## config.mk

```make
export PLATFORM = sky130hd
export DESIGN_NAME = press_duration_led_blink_controller_unit
export DESIGN_NICKNAME = d
export VERILOG_FILES = /design/src/hw/rtl/pdlb_pkg.sv /design/src/hw/rtl/press_duration_led_blink_controller_unit.sv
export SDC_FILE = /design/constraint.sdc
export NUM_CORES = 1
export LEC_CHECK = 0
export ABC_AREA = 0
export BUFFER_PORTS_ARGS = -buffer_cell sky130_fd_sc_hd__buf_2
export CAP_MARGIN = 40
export CORE_UTILIZATION = 45
export DETAILED_ROUTE_END_ITERATION = 8
export GPL_ROUTABILITY_DRIVEN = 0
export PLACE_DENSITY = 0.65
export SLEW_MARGIN = 10
export SYNTH_ARGS = -nofsm -noshare
export SYNTH_HDL_FRONTEND = slang
export SYNTH_SLANG_ARGS = --single-unit
```

## constraint.sdc

```tcl
create_clock -name clk -period 5.7 [get_ports clk]
set_input_delay 0.57 -clock clk [delete_from_list [all_inputs] [get_ports clk]]
set_output_delay 0.57 -clock clk [all_outputs]
set_load 0.005 [all_outputs]
```

## src/hw/rtl/pdlb_pkg.sv

```systemverilog
// Shared types and constants for the press-duration LED blink controller.
// Depends on nothing; every RTL file of the block imports it.
`timescale 1ns / 1ps

package pdlb_pkg;

  localparam int NUM_CH        = 4;
  localparam int TICK_W        = 12;
  localparam int MS_W          = 16;
  localparam int CFG_W         = 16;
  localparam int CFG_IDX_W     = 1;

  // Tick periods of the refresh latch and the two blink rates.
  localparam int REFRESH_TICKS = 1000;
  localparam int FAST_TICKS    = 2000;
  localparam int SLOW_TICKS    = 4000;

  localparam logic [MS_W-1:0] TAP_LIMIT_RESET  = MS_W'(1500);
  localparam logic [MS_W-1:0] HOLD_LIMIT_RESET = MS_W'(3000);

  typedef enum logic [CFG_IDX_W-1:0] {
    CFG_TAP_LIMIT  = 1'b0,
    CFG_HOLD_LIMIT = 1'b1
  } cfg_index_t;

  typedef enum logic [0:0] {
    REQ_TICK  = 1'b0,
    REQ_PRESS = 1'b1
  } req_t;

  typedef enum logic [1:0] {
    MODE_ON    = 2'd0,
    MODE_OFF   = 2'd1,
    MODE_SHORT = 2'd2,
    MODE_LONG  = 2'd3
  } mode_t;

  typedef struct packed {
    logic [NUM_CH-1:0] led_levels;
    mode_t             mode_back;
    mode_t             mode_front;
    mode_t             mode_left;
    mode_t             mode_right;
  } result_t;

endpackage

```

## src/hw/rtl/press_duration_led_blink_controller_unit.sv

```systemverilog
// Press-duration LED blink controller, top level.
// Depends on pdlb_pkg for mode codes, tick periods and the result word type.
`timescale 1ns / 1ps

// The block takes one input word per clock when unstalled: either a timer tick
// or a finished button press (channel number and duration in ms). Each accepted
// word yields exactly one result word, the LED levels and the four channel
// modes after the update. All state updates happen in a single combinational
// pass between the channel state registers and the result register, so a word
// can be accepted every cycle unless in_stall holds it. The result side has a
// two-word buffer (output register plus skid register): input stall rises only
// when both hold words that the downstream side has not yet taken. Configuration
// (tap and hold limits in ms) is written through cfg_write/cfg_index/cfg_data;
// the user must do so only with no word in flight; not enforced by the block.
module press_duration_led_blink_controller_unit
  import pdlb_pkg::*;
(
  input  logic                 clk,
  input  logic                 rst,
  // configuration write port
  input  logic                 cfg_write,
  input  logic [CFG_IDX_W-1:0] cfg_index,
  input  logic [CFG_W-1:0]     cfg_data,
  // input channel
  input  logic                 in_valid,
  output logic                 in_stall,
  input  logic                 req_type,
  input  logic [1:0]           button_index,
  input  logic [MS_W-1:0]      press_ms,
  // result channel
  output logic                 out_valid,
  input  logic                 out_stall,
  output logic [NUM_CH-1:0]    led_levels,
  output logic [1:0]           mode_right,
  output logic [1:0]           mode_left,
  output logic [1:0]           mode_front,
  output logic [1:0]           mode_back
);

  localparam int REFRESH_MULTS = ((1 << TICK_W) - 1) / REFRESH_TICKS;
  localparam int FAST_MULTS    = ((1 << TICK_W) - 1) / FAST_TICKS;
  localparam int SLOW_MULTS    = ((1 << TICK_W) - 1) / SLOW_TICKS;

  // configuration
  logic [MS_W-1:0] tap_limit;
  logic [MS_W-1:0] hold_limit;

  // channel state
  logic [TICK_W-1:0] tick_count, tick_count_next;
  mode_t             channel_mode      [NUM_CH];
  mode_t             channel_mode_next [NUM_CH];
  logic [NUM_CH-1:0] slow_armed, slow_armed_next;
  logic [NUM_CH-1:0] fast_armed, fast_armed_next;
  logic [NUM_CH-1:0] led_drive, led_drive_next;
  logic [NUM_CH-1:0] tap_seen, tap_seen_next;
  logic [NUM_CH-1:0] second_tap, second_tap_next;

  // result buffer
  result_t out_word, skid_word, result_next;
  logic    skid_valid;

  logic in_fire, out_fire;
  logic [TICK_W-1:0] tick_inc;
  logic refresh_hit, fast_hit, slow_hit;

  assign in_stall = skid_valid;
  assign in_fire  = in_valid && !skid_valid;
  assign out_fire = out_valid && !out_stall;

  // Configuration registers.
  always_ff @(posedge clk) begin
    if (rst) begin
      tap_limit  <= TAP_LIMIT_RESET;
      hold_limit <= HOLD_LIMIT_RESET;
    end else if (cfg_write) begin
      case (cfg_index)
        CFG_TAP_LIMIT:  tap_limit  <= cfg_data;
        CFG_HOLD_LIMIT: hold_limit <= cfg_data;
        default: ;
      endcase
    end
  end

  // Period hits: compare the advanced count against every multiple of each
  // period that fits in the counter width.
  assign tick_inc = tick_count + TICK_W'(1);

  always_comb begin
    refresh_hit = 1'b0;
    fast_hit    = 1'b0;
    slow_hit    = 1'b0;
    for (int k = 0; k <= REFRESH_MULTS; k++) begin
      if (tick_inc == TICK_W'(k * REFRESH_TICKS)) refresh_hit = 1'b1;
    end
    for (int k = 0; k <= FAST_MULTS; k++) begin
      if (tick_inc == TICK_W'(k * FAST_TICKS)) fast_hit = 1'b1;
    end
    for (int k = 0; k <= SLOW_MULTS; k++) begin
      if (tick_inc == TICK_W'(k * SLOW_TICKS)) slow_hit = 1'b1;
    end
  end

  // Next channel state for the accepted word.
  always_comb begin
    tick_count_next = tick_count;
    slow_armed_next = slow_armed;
    fast_armed_next = fast_armed;
    led_drive_next  = led_drive;
    tap_seen_next   = tap_seen;
    second_tap_next = second_tap;
    for (int i = 0; i < NUM_CH; i++) channel_mode_next[i] = channel_mode[i];

    if (in_fire) begin
      if (req_t'(req_type) == REQ_TICK) begin
        tick_count_next = tick_inc;
        // Latch modes first, then fast toggle, then slow toggle.
        if (refresh_hit) begin
          for (int i = 0; i < NUM_CH; i++) begin
            if (channel_mode[i] == MODE_ON)  led_drive_next[i] = 1'b1;
            if (channel_mode[i] == MODE_OFF) led_drive_next[i] = 1'b0;
            slow_armed_next[i] = (channel_mode[i] == MODE_SHORT);
            fast_armed_next[i] = (channel_mode[i] == MODE_LONG);
          end
        end
        if (fast_hit) led_drive_next = led_drive_next ^ fast_armed_next;
        if (slow_hit) begin
          led_drive_next  = led_drive_next ^ slow_armed_next;
          tick_count_next = '0;
        end
      end else if (press_ms != '0) begin
        if (press_ms < tap_limit) begin
          // Tap cycle: on, ignored second tap, then off.
          if (!tap_seen[button_index]) begin
            tap_seen_next[button_index]     = 1'b1;
            channel_mode_next[button_index] = MODE_ON;
          end else if (!second_tap[button_index]) begin
            second_tap_next[button_index] = 1'b1;
          end else begin
            second_tap_next[button_index]   = 1'b0;
            tap_seen_next[button_index]     = 1'b0;
            channel_mode_next[button_index] = MODE_OFF;
          end
        end else if (press_ms < hold_limit) begin
          channel_mode_next[button_index] = MODE_SHORT;
        end else begin
          channel_mode_next[button_index] = MODE_LONG;
        end
      end
    end

    result_next.led_levels = led_drive_next;
    result_next.mode_right = channel_mode_next[0];
    result_next.mode_left  = channel_mode_next[1];
    result_next.mode_front = channel_mode_next[2];
    result_next.mode_back  = channel_mode_next[3];
  end

  always_ff @(posedge clk) begin
    if (rst) begin
      tick_count <= '0;
      slow_armed <= '0;
      fast_armed <= '0;
      led_drive  <= '0;
      tap_seen   <= '0;
      second_tap <= '0;
      for (int i = 0; i < NUM_CH; i++) channel_mode[i] <= MODE_OFF;
    end else begin
      tick_count <= tick_count_next;
      slow_armed <= slow_armed_next;
      fast_armed <= fast_armed_next;
      led_drive  <= led_drive_next;
      tap_seen   <= tap_seen_next;
      second_tap <= second_tap_next;
      for (int i = 0; i < NUM_CH; i++) channel_mode[i] <= channel_mode_next[i];
    end
  end

  // Output register with skid: drain the skid word first, else load the new
  // word into the output register when it is free, else park it in the skid.
  always_ff @(posedge clk) begin
    if (rst) begin
      out_valid  <= 1'b0;
      skid_valid <= 1'b0;
    end else if (skid_valid) begin
      if (out_fire) begin
        skid_valid <= 1'b0;
      end
    end else if (in_fire) begin
      if (!out_valid || out_fire) begin
        out_valid <= 1'b1;
      end else begin
        skid_valid <= 1'b1;
      end
    end else if (out_fire) begin
      out_valid <= 1'b0;
    end
  end

  always_ff @(posedge clk) begin
    if (skid_valid) begin
      if (out_fire) out_word <= skid_word;
    end else if (in_fire) begin
      if (!out_valid || out_fire) begin
        out_word <= result_next;
      end else begin
        skid_word <= result_next;
      end
    end
  end

  assign led_levels = out_word.led_levels;
  assign mode_right = out_word.mode_right;
  assign mode_left  = out_word.mode_left;
  assign mode_front = out_word.mode_front;
  assign mode_back  = out_word.mode_back;

endmodule

```

==> results of run 1 <==
-- worst min path at each step --
stage | start | end | slack [ns] | depth (start not counted)
2_1_floorplan | hold_limit[10] | hold_limit[10] | 0.44 | 2
3_3_place_gp | hold_limit[0] | hold_limit[0] | 0.44 | 2
3_5_place_dp | hold_limit[6] | hold_limit[6] | 0.45 | 2
4_1_cts | cfg_data[8] | hold_limit[8] | 0.45 | 3
5_1_grt | cfg_data[3] | hold_limit[3] | 0.47 | 3
6_report | hold_limit[2] | hold_limit[2] | 0.46 | 2
-- sequential cells by signal, indices dropped and copies added (netlist names), named ones only --
| name | count |
|---|---|
| mode_left | 2 |
| mode_front | 2 |
| skid_word | 12 |
| tick_count | 12 |
| mode_back | 2 |
| hold_limit | 16 |
| led_levels | 4 |
| channel_mode | 8 |
| tap_limit | 16 |
| out_valid | 1 |
| in_stall | 1 |
| mode_right | 2 |
| led_drive | 4 |
-- metal layers --
layer / share of wire / track usage
met2: 0.47 / 0.355
met1: 0.47 / 0.293
met3: 0.046 / 0.0514
met4: 0.016 / 0.0878
met5: 0 / 0
-- critical path, cell delays in order (launching register included) --
cell,delay [ns]
dfxtp_1,0.40
ha_1,0.34
nand2_2,0.18
nor4_1,0.55
or2_1,0.24
nand4b_1,0.16
a211oi_2,0.75
o221ai_1,0.24
or3_1,0.39
a21oi_1,0.14
-- synthesized netlist by cell type, drive strengths merged, types with 7 or more instances --
| cell | n |
|---|---|
| o21ai | 22 |
| nor2b | 7 |
| buf | 14 |
| nand3 | 13 |
| dfxtp | 66 |
| inv | 40 |
| nor2 | 32 |
| nand2b | 13 |
| nand2 | 76 |
| and2 | 12 |
| edfxtp | 24 |
| o211ai | 22 |
| ha | 31 |
| nor3 | 14 |
| a21oi | 55 |
| nand4 | 9 |
| mux2 | 9 |
| a21o | 16 |
| clkbuf | 22 |
| nor4 | 15 |
-- area by class of cell --
| type | instances | area [µm²] |
|---|---|---|
| inverter | 40 | 150 |
| fill | 1075 | 5240 |
| clock inverter | 7 | 67.6 |
| tap | 140 | 175 |
| sequential | 90 | 2040 |
| timing repair buffer | 59 | 325 |
| multi-input combinational | 430 | 2800 |
| clock buffer | 9 | 225 |
-- power breakdown --
group	total, µW	switching [µW]	internal [µW]	leakage (µW)
clock network	596	257	338	0.000143
registers	699	14.6	685	0.000756
logic	178	106	72.1	0.00137
total	1470	378	1100	0.00226
-- per-stage QoR --
step	std cells	util	hold slack (ns)	setup slack [ns]	cell area [µm²]
2_1_floorplan	596	-	0.436	2.83	5170
3_3_place_gp	755	0.494	0.443	2.44	5450
3_5_place_dp	759	0.498	0.449	2.30	5500
4_1_cts	775	0.525	0.454	2.29	5790
5_1_grt	775	0.525	0.469	1.90	5790
6_report	775	0.525	0.456	2.17	5790
-- logic make-up (layout without fill, tap and decap cells) --
logic type	after synthesis	in the layout
multiplexers	16	16
buffers and inverters	76	115
AO/OA/AOI/OAI	164	164
AND/OR/NAND/NOR	212	212
adder cells (fa/ha/maj)	31	31
flip-flops	90	90
XOR/XNOR	7	7
==> out/qor.yml, run 1 <==
status: "complete, no violations"
std_cell_rows: 38
hold_viol: 0
postCtsSetupRepairBufs: 0
fin_skew_ns: 0.00623
hp-class: "reg -> reg"
core_um2: 11000
synth.distinct_cells: 62
firstDrtPassIters: 5
dpl.hpwl_um: 8890
synthMuxAreaShare: 0.0380
synth_top_family_by_area: "compound AO/OA/AOI/OAI gates"
fmax_mhz: 283
antenna_left: 0
clk_latency_ns: 0.35
grt_start_max_net_pins: 39
via_count: 4462
yosys-top-cells-area: "dfxtp_1, edfxtp_1, ha_1"
grtUsageTotal: 0.224
initial_core_util: 0.468
ys_ff_latch: 90
grt_pass1_wl_um: 20500
diodes: 0
yosysTopAreaCellShare: 0.256
async_flop_share: 0
die_height_um: 109
nets: 702
grt_overflow: 0
p_leak_uw: 0.00226
total_power_uw: 1470
synthAdderAreaFrac: 0.0751
most-common-layout-cells: "nand2_1, dfxtp_1, buf_2, a21oi_1, inv_1"
synth_nets: 668
netlist_area_um2: 5170
power_density_nw_per_um2: 254
setup.worst_path.end: "skid_word[11]"
finalCriticalPeriod_ns: 3.53
critical_path_class: "reg -> reg"
synth_compound_area_frac: 0.212
routed_wl_um: 12400
wl_per_cell_um: 16.0
critical_path_arrival_ns: 3.73
ys_warn_count: 0
finalSetupViolCount: 0
yosys.area_share.simple: 0.206
via_per_inst: 5.76
syn_area_per_cell_um2: 8.67
seq_area_frac_synth: 0.395
cp_max_fo: 13
ys.flop_type: "dfxtp_1"
grt_pass1_vias: 4289
drtIter0Drc: 253
fin_tns_setup_ns: 0
cts_htree_levels: 3
r2r-start: "tick_count[0]"
cts.sinks: 90
synth_xor_area_frac: 0.0119
die_w_um: 109
synth-edff-count: 24
drc_errors: 0
synth.largest_area_cell: "dfxtp_1"
drv_cap: 0
io_buffer_count: 54
drv_slew: 0
cts_resized: 0
ios: 55
final_common_cell: "nand2_1"
clkTransAtPathRegs_ns: 0.06
cts_max_path_buffers: 2
fp.dieArea_um2: 11900
antenna_found_initial: 0
rsz0062_at_grt: "false"
min_period_over_period: 0.619
cts_buffers: 9
rrSetupSlack_ns: 2.17
crit_path_start_kind: "flip-flop"
slew_headroom: 0.356
syn2layout_area_growth_pct: 12.0
cts_tree: "built"
synthCells: 596
postCtsHoldBufs: 0
peakVddDrop_uv: 156
critPathCaptureType: "flip-flop"
crit_required_ns: 5.90
worstMarginPinSlew_ns: 0.941
r2r_cells: 9
r2r-end: "skid_word[11]"
cts-root-buf: "clkbuf_16"
drive_gt1_frac: 0.139
critPathLaunch: "tick_count[0]"
Power figures use the tool's default switching activity.
==> run 2, diff against run 1 <==
- clock period: 5.7 -> 3.3 ns (I/O delays scaled with it)
==> run 2 against run 1 <==
  * Routed wire length increased by 0.73%
  * Core utilization grew 0.59 points
  * Via count up 0.40%
  * First-iteration DRC count is 12% higher
  * Clock skew grew 0.0013 ns
  * Sequential power increased by 72%
  * Critical path type unchanged
==> out/qor.yml, run 2 (synthesis gave the netlist of run 1 again) <==
total_power_uw: 2510  # was 1470 µW
antenna_found_initial: 0  # unchanged
hold_ws_ns: 0.218  # was 0.456 ns
cts_htree_levels: 3  # unchanged
grtUsageTotal: 0.223  # was 0.224
core_um2: 11000  # unchanged
cp_max_fo: 10  # was 13
slew_headroom: 0.421  # was 0.356
clk_latency_ns: 0.35  # about the same
via_per_inst: 5.70  # was 5.76
finalSetupViolCount: 0  # unchanged
cts.sinks: 90  # unchanged
nets: 713  # was 702
drtIter0Drc: 284  # was 253
fp.dieArea_um2: 11900  # unchanged
dp_cells: 770  # was 759
hold_viol: 0  # unchanged
dpl.hpwl_um: 9080  # was 8890 µm
critPathCaptureType: "flip-flop"  # unchanged
grt_start_max_net_pins: 45  # was 39
cts_buffers: 9  # unchanged
drive_gt1_frac: 0.158  # was 0.139
min_period_over_period: 0.952  # was 0.619
power_density_nw_per_um2: 429  # was 254 nW/µm²
die_height_um: 109  # unchanged
hp-class: "in -> reg"  # was reg -> reg
via_count: 4480  # was 4462
cts_tree: "built"  # unchanged
clkTransAtPathRegs_ns: 0.06  # about the same
drv_cap: 0  # unchanged
status: "complete, no violations"  # unchanged
std_cell_rows: 38  # unchanged
final_common_cell: "nand2_1"  # unchanged
critical_path_arrival_ns: 3.24  # was 3.73 ns
postCtsHoldBufs: 0  # unchanged
fin_skew_ns: 0.00751  # was 0.00623 ns
cts_max_path_buffers: 2  # unchanged
fmax_mhz: 318  # was 283 MHz
p_leak_uw: 0.00232  # was 0.00226 µW
fillCellCount: 1056  # was 1075
drv_slew: 0  # unchanged
fin_util: 0.531  # was 0.525
firstDrtPassIters: 4  # was 5
crit_path_start_kind: "flip-flop"  # unchanged
diodes: 0  # unchanged
antenna_left: 0  # unchanged
cts-root-buf: "clkbuf_16"  # unchanged
critical_path_class: "reg -> reg"  # unchanged
fin_tns_setup_ns: 0  # unchanged
die_w_um: 109  # unchanged
wl_per_cell_um: 15.9  # was 16.0 µm
grt_pass1_wl_um: 20400  # was 20500 µm
routed_wl_um: 12500  # was 12400 µm
top_regs: "hold_limit x16, tap_limit x16"  # unchanged
drc_errors: 0  # unchanged
grt_overflow: 0  # unchanged
worstMarginPinSlew_ns: 0.869  # was 0.941 ns
crit_required_ns: 3.40  # was 5.90 ns
peakVddDrop_uv: 299  # was 156 µV
final_cells: 786  # was 775
syn2layout_area_growth_pct: 13.3  # was 12.0%
io_buffer_count: 54  # unchanged
most-common-layout-cells: "nand2_1, dfxtp_1, buf_2, a21oi_1, inv_1"  # unchanged
ios: 55  # unchanged
grt_pass1_vias: 4128  # was 4289
initial_core_util: 0.468  # unchanged
rsz0062_at_grt: "false"  # unchanged
finalCriticalPeriod_ns: 3.14  # was 3.53 ns
-- run 2: worst paths after layout --
path | from | end | slack [ns] | cells past startpoint
min | cfg_data[4] | tap_limit[4] | 0.22 | 3
max reg2reg | tick_count[0] | led_levels[1] | 0.16 | 10
max | tick_count[0] | led_levels[1] | 0.16 | 10
min reg2reg | hold_limit[10] | hold_limit[10] | 0.46 | 2
-- run 2: power by group --
group	leakage (µW)	switching [µW]	internal, µW
clock network	0.000146	439	555
registers	0.000756	21.4	1180
logic	0.00142	187	128
total	0.00232	648	1870
-- run 2: worst max-delay path: stages, from the launching register on --
cell	delay [ns]
dfxtp_1	0.40
ha_1	0.37
nand2_2	0.17
nor4_1	0.29
buf_4	0.17
o2111ai_1	0.13
nor2_1	0.51
nand2_1	0.11
o2111a_1	0.17
a211o_1	0.30
mux2_2	0.26
-- run 2: area by class of cell --
type                       instances  area, µm²  share of cell area
inverter                          40        150              0.0256
multi-input combinational        430       2800               0.479
timing repair buffer              70        395              0.0675
clock buffer                      10        250              0.0427
sequential                        90       2040               0.349
clock inverter                     6       36.3             0.00620
tap                              140        175              0.0299
-- run 2: repair_timing --
item / in CTS / in global routing
endpoints found under the setup margin: 0 / 1
resized for setup: 0 / 1
setup buffers: 0 / 0
-- run 2: routing by layer --
| metal | part of all wire | vias up | track usage |
|---|---|---|---|
| met2 | 0.47 | 96 | 0.367 |
| met1 | 0.47 | 2113 | 0.288 |
| met5 | 0 | - | 0 |
| li1 | - | 2259 | - |
| met4 | 0.014 | 0 | 0.0792 |
| met3 | 0.044 | 12 | 0.0424 |
-- run 2: through the flow --
step | instance area [µm²] | worst slack (ns)
after global routing | 5850 | 0.00805
after detailed placement | 5570 | 0.219
after global placement | 5550 | 0.317
final | 5850 | 0.158
after CTS | 5850 | 0.207
after floorplan | 5170 | 0.426
==> run 3, diff against run 2 <==
- MAX_ROUTING_LAYER: not set -> met4
==> run 3 against run 2 <==
  * Non-clock buffer count unchanged
  * Critical path depth unchanged
  * Critical path type unchanged
  * Clock skew is 0.0012 ns higher
  * Hold slack hardly changed
  * Largest cell class unchanged
  * Routed wire length down 0.26%
  * Fmax up 0.80%
==> out/qor.yml, run 3 (synthesis gave the netlist of run 1 again) <==
drv_cap: 0  # unchanged
drc_errors: 0  # unchanged
cp_max_fo: 10  # unchanged
total_power_uw: 2510  # about the same
via_per_inst: 5.73  # was 5.70
critical_path_class: "reg -> reg"  # unchanged
grt_start_max_net_pins: 45  # unchanged
clk_latency_ns: 0.35  # about the same
final_cells: 786  # unchanged
r2r_cells: 10  # unchanged
status: "complete, no violations"  # unchanged
hold_viol: 0  # unchanged
ios: 55  # unchanged
finalInstanceArea_um2: 5850  # about the same
antenna_found_initial: 0  # unchanged
critPathCaptureType: "flip-flop"  # unchanged
grt_overflow: 0  # unchanged
routed_wl_um: 12500  # about the same
cts_resized: 0  # unchanged
postCtsHoldBufs: 0  # unchanged
crit_slowest_cell: "nor2_1"  # unchanged
via_count: 4504  # was 4480
crit_required_ns: 3.40  # about the same
final_common_cell: "nand2_1"  # unchanged
min_period_over_period: 0.945  # was 0.952
finalCriticalPeriod_ns: 3.12  # was 3.14 ns
drtIter0Drc: 258  # was 284
wl_per_cell_um: 15.9  # about the same
crit_path_start_kind: "flip-flop"  # unchanged
cts.sinks: 90  # unchanged
top_regs: "hold_limit x16, tap_limit x16"  # unchanged
drv_slew: 0  # unchanged
cts_max_path_buffers: 2  # unchanged
most-common-layout-cells: "nand2_1, dfxtp_1, buf_2, a21oi_1, inv_1"  # unchanged
diodes: 0  # unchanged
hp-class: "in -> reg"  # unchanged
drive_gt1_frac: 0.156  # was 0.158
critical_path_arrival_ns: 3.22  # was 3.24 ns
syn2layout_area_growth_pct: 13.3  # about the same
io_buffer_count: 54  # unchanged
r2r-start: "tick_count[0]"  # unchanged
cts_buffers: 9  # unchanged
path_cells: "ha_1 > nand2_2 > nor4_1 > buf_4 > o2111ai_1 > nor2_1 > nand2_1 > o2111a_1 > a211o_1 > mux2_2"  # unchanged
cts_htree_levels: 3  # unchanged
cts_tree: "built"  # unchanged
initial_core_util: 0.468  # unchanged
grt_pass1_wl_um: 20400  # about the same
postCtsSetupRepairBufs: 0  # unchanged
rsz0062_at_grt: "false"  # unchanged
fin_skew_ns: 0.00875  # was 0.00751 ns
die_height_um: 109  # unchanged
fp.dieArea_um2: 11900  # unchanged
grt_pass1_vias: 4129  # was 4128
antenna_left: 0  # unchanged
nets: 713  # unchanged
post_dp_cell_area_um2: 5570  # unchanged
die_w_um: 109  # unchanged
min_from: "cfg_data[4]"  # unchanged
dpl.hpwl_um: 9080  # unchanged
power_density_nw_per_um2: 429  # about the same
cp_num_buf_inv: 1  # unchanged
std_cell_rows: 38  # unchanged
cts-root-buf: "clkbuf_16"  # unchanged
hold_end: "tap_limit[4]"  # unchanged
rrSetupSlack_ns: 0.18  # was 0.16 ns
firstDrtPassIters: 5  # was 4
holdPathStages: 3  # unchanged
grtUsageTotal: 0.229  # was 0.223
clkTransAtPathRegs_ns: 0.06  # about the same
dp_cells: 770  # unchanged
fmax_mhz: 321  # was 318 MHz
fin_tns_setup_ns: 0  # unchanged
crit_path_max_incr_delay_ns: 0.49  # was 0.51 ns
cp_num_cells: 10  # unchanged
crit_family: "simple AND/OR/NAND/NOR gates"  # unchanged
slew_headroom: 0.418  # was 0.421
r2r-end: "led_levels[1]"  # unchanged
peakVddDrop_uv: 300  # was 299 µV
worstMarginPinSlew_ns: 0.873  # was 0.869 ns
core_um2: 11000  # unchanged
finalSetupViolCount: 0  # unchanged
p_leak_uw: 0.00232  # about the same
## run 3: area by class of cell
type,instances,area (µm²)
clock inverter,6,36.3
clock buffer,10,250
fill,1056,5180
tap,140,175
inverter,40,150
timing repair buffer,70,395
multi-input combinational,430,2800
sequential,90,2040
## run 3: worst max path at each step
stage                       start            end  slack, ns
global placement    tick_count[3]  led_levels[1]       0.32
floorplan           tick_count[0]  led_levels[1]       0.43
global route        tick_count[3]  led_levels[1]     0.0003
detailed placement  tick_count[3]  led_levels[1]       0.22
CTS                 tick_count[0]  led_levels[1]       0.21
finish              tick_count[0]  led_levels[1]       0.18
## run 3: routing by layer
layer  share of wire  track usage  up-vias
li1                -            -     2257
met1            0.47        0.289     2124
met2            0.47        0.368      106
met3           0.044       0.0412       17
met4           0.018       0.0792        0
met5               0            -        -
## run 3: power by group
| part | switching [µW] | leakage [µW] | total (µW) | internal, µW |
|---|---|---|---|---|
| registers | 21.3 | 0.000756 | 1200 | 1180 |
| logic | 187 | 0.00142 | 315 | 128 |
| clock network | 438 | 0.000146 | 993 | 555 |
## run 3: per-stage QoR
stage	util	hold slack, ns	setup WS [ns]
6_report	0.531	0.218	0.183
5_1_grt	0.531	0.225	0.000266
4_1_cts	0.531	0.211	0.207
3_5_place_dp	0.505	0.448	0.219
3_3_place_gp	0.503	0.442	0.317
2_1_floorplan	-	0.436	0.426
## run 3: worst min-delay path, delay by kind of cell
| kind | cells | cell delay, ns |
|---|---|---|
| buffers and inverters | 1 | 0.09 |
| AOI/OAI and AO/OA | 1 | 0.07 |
| and+or+nand+nor | 1 | 0.04 |
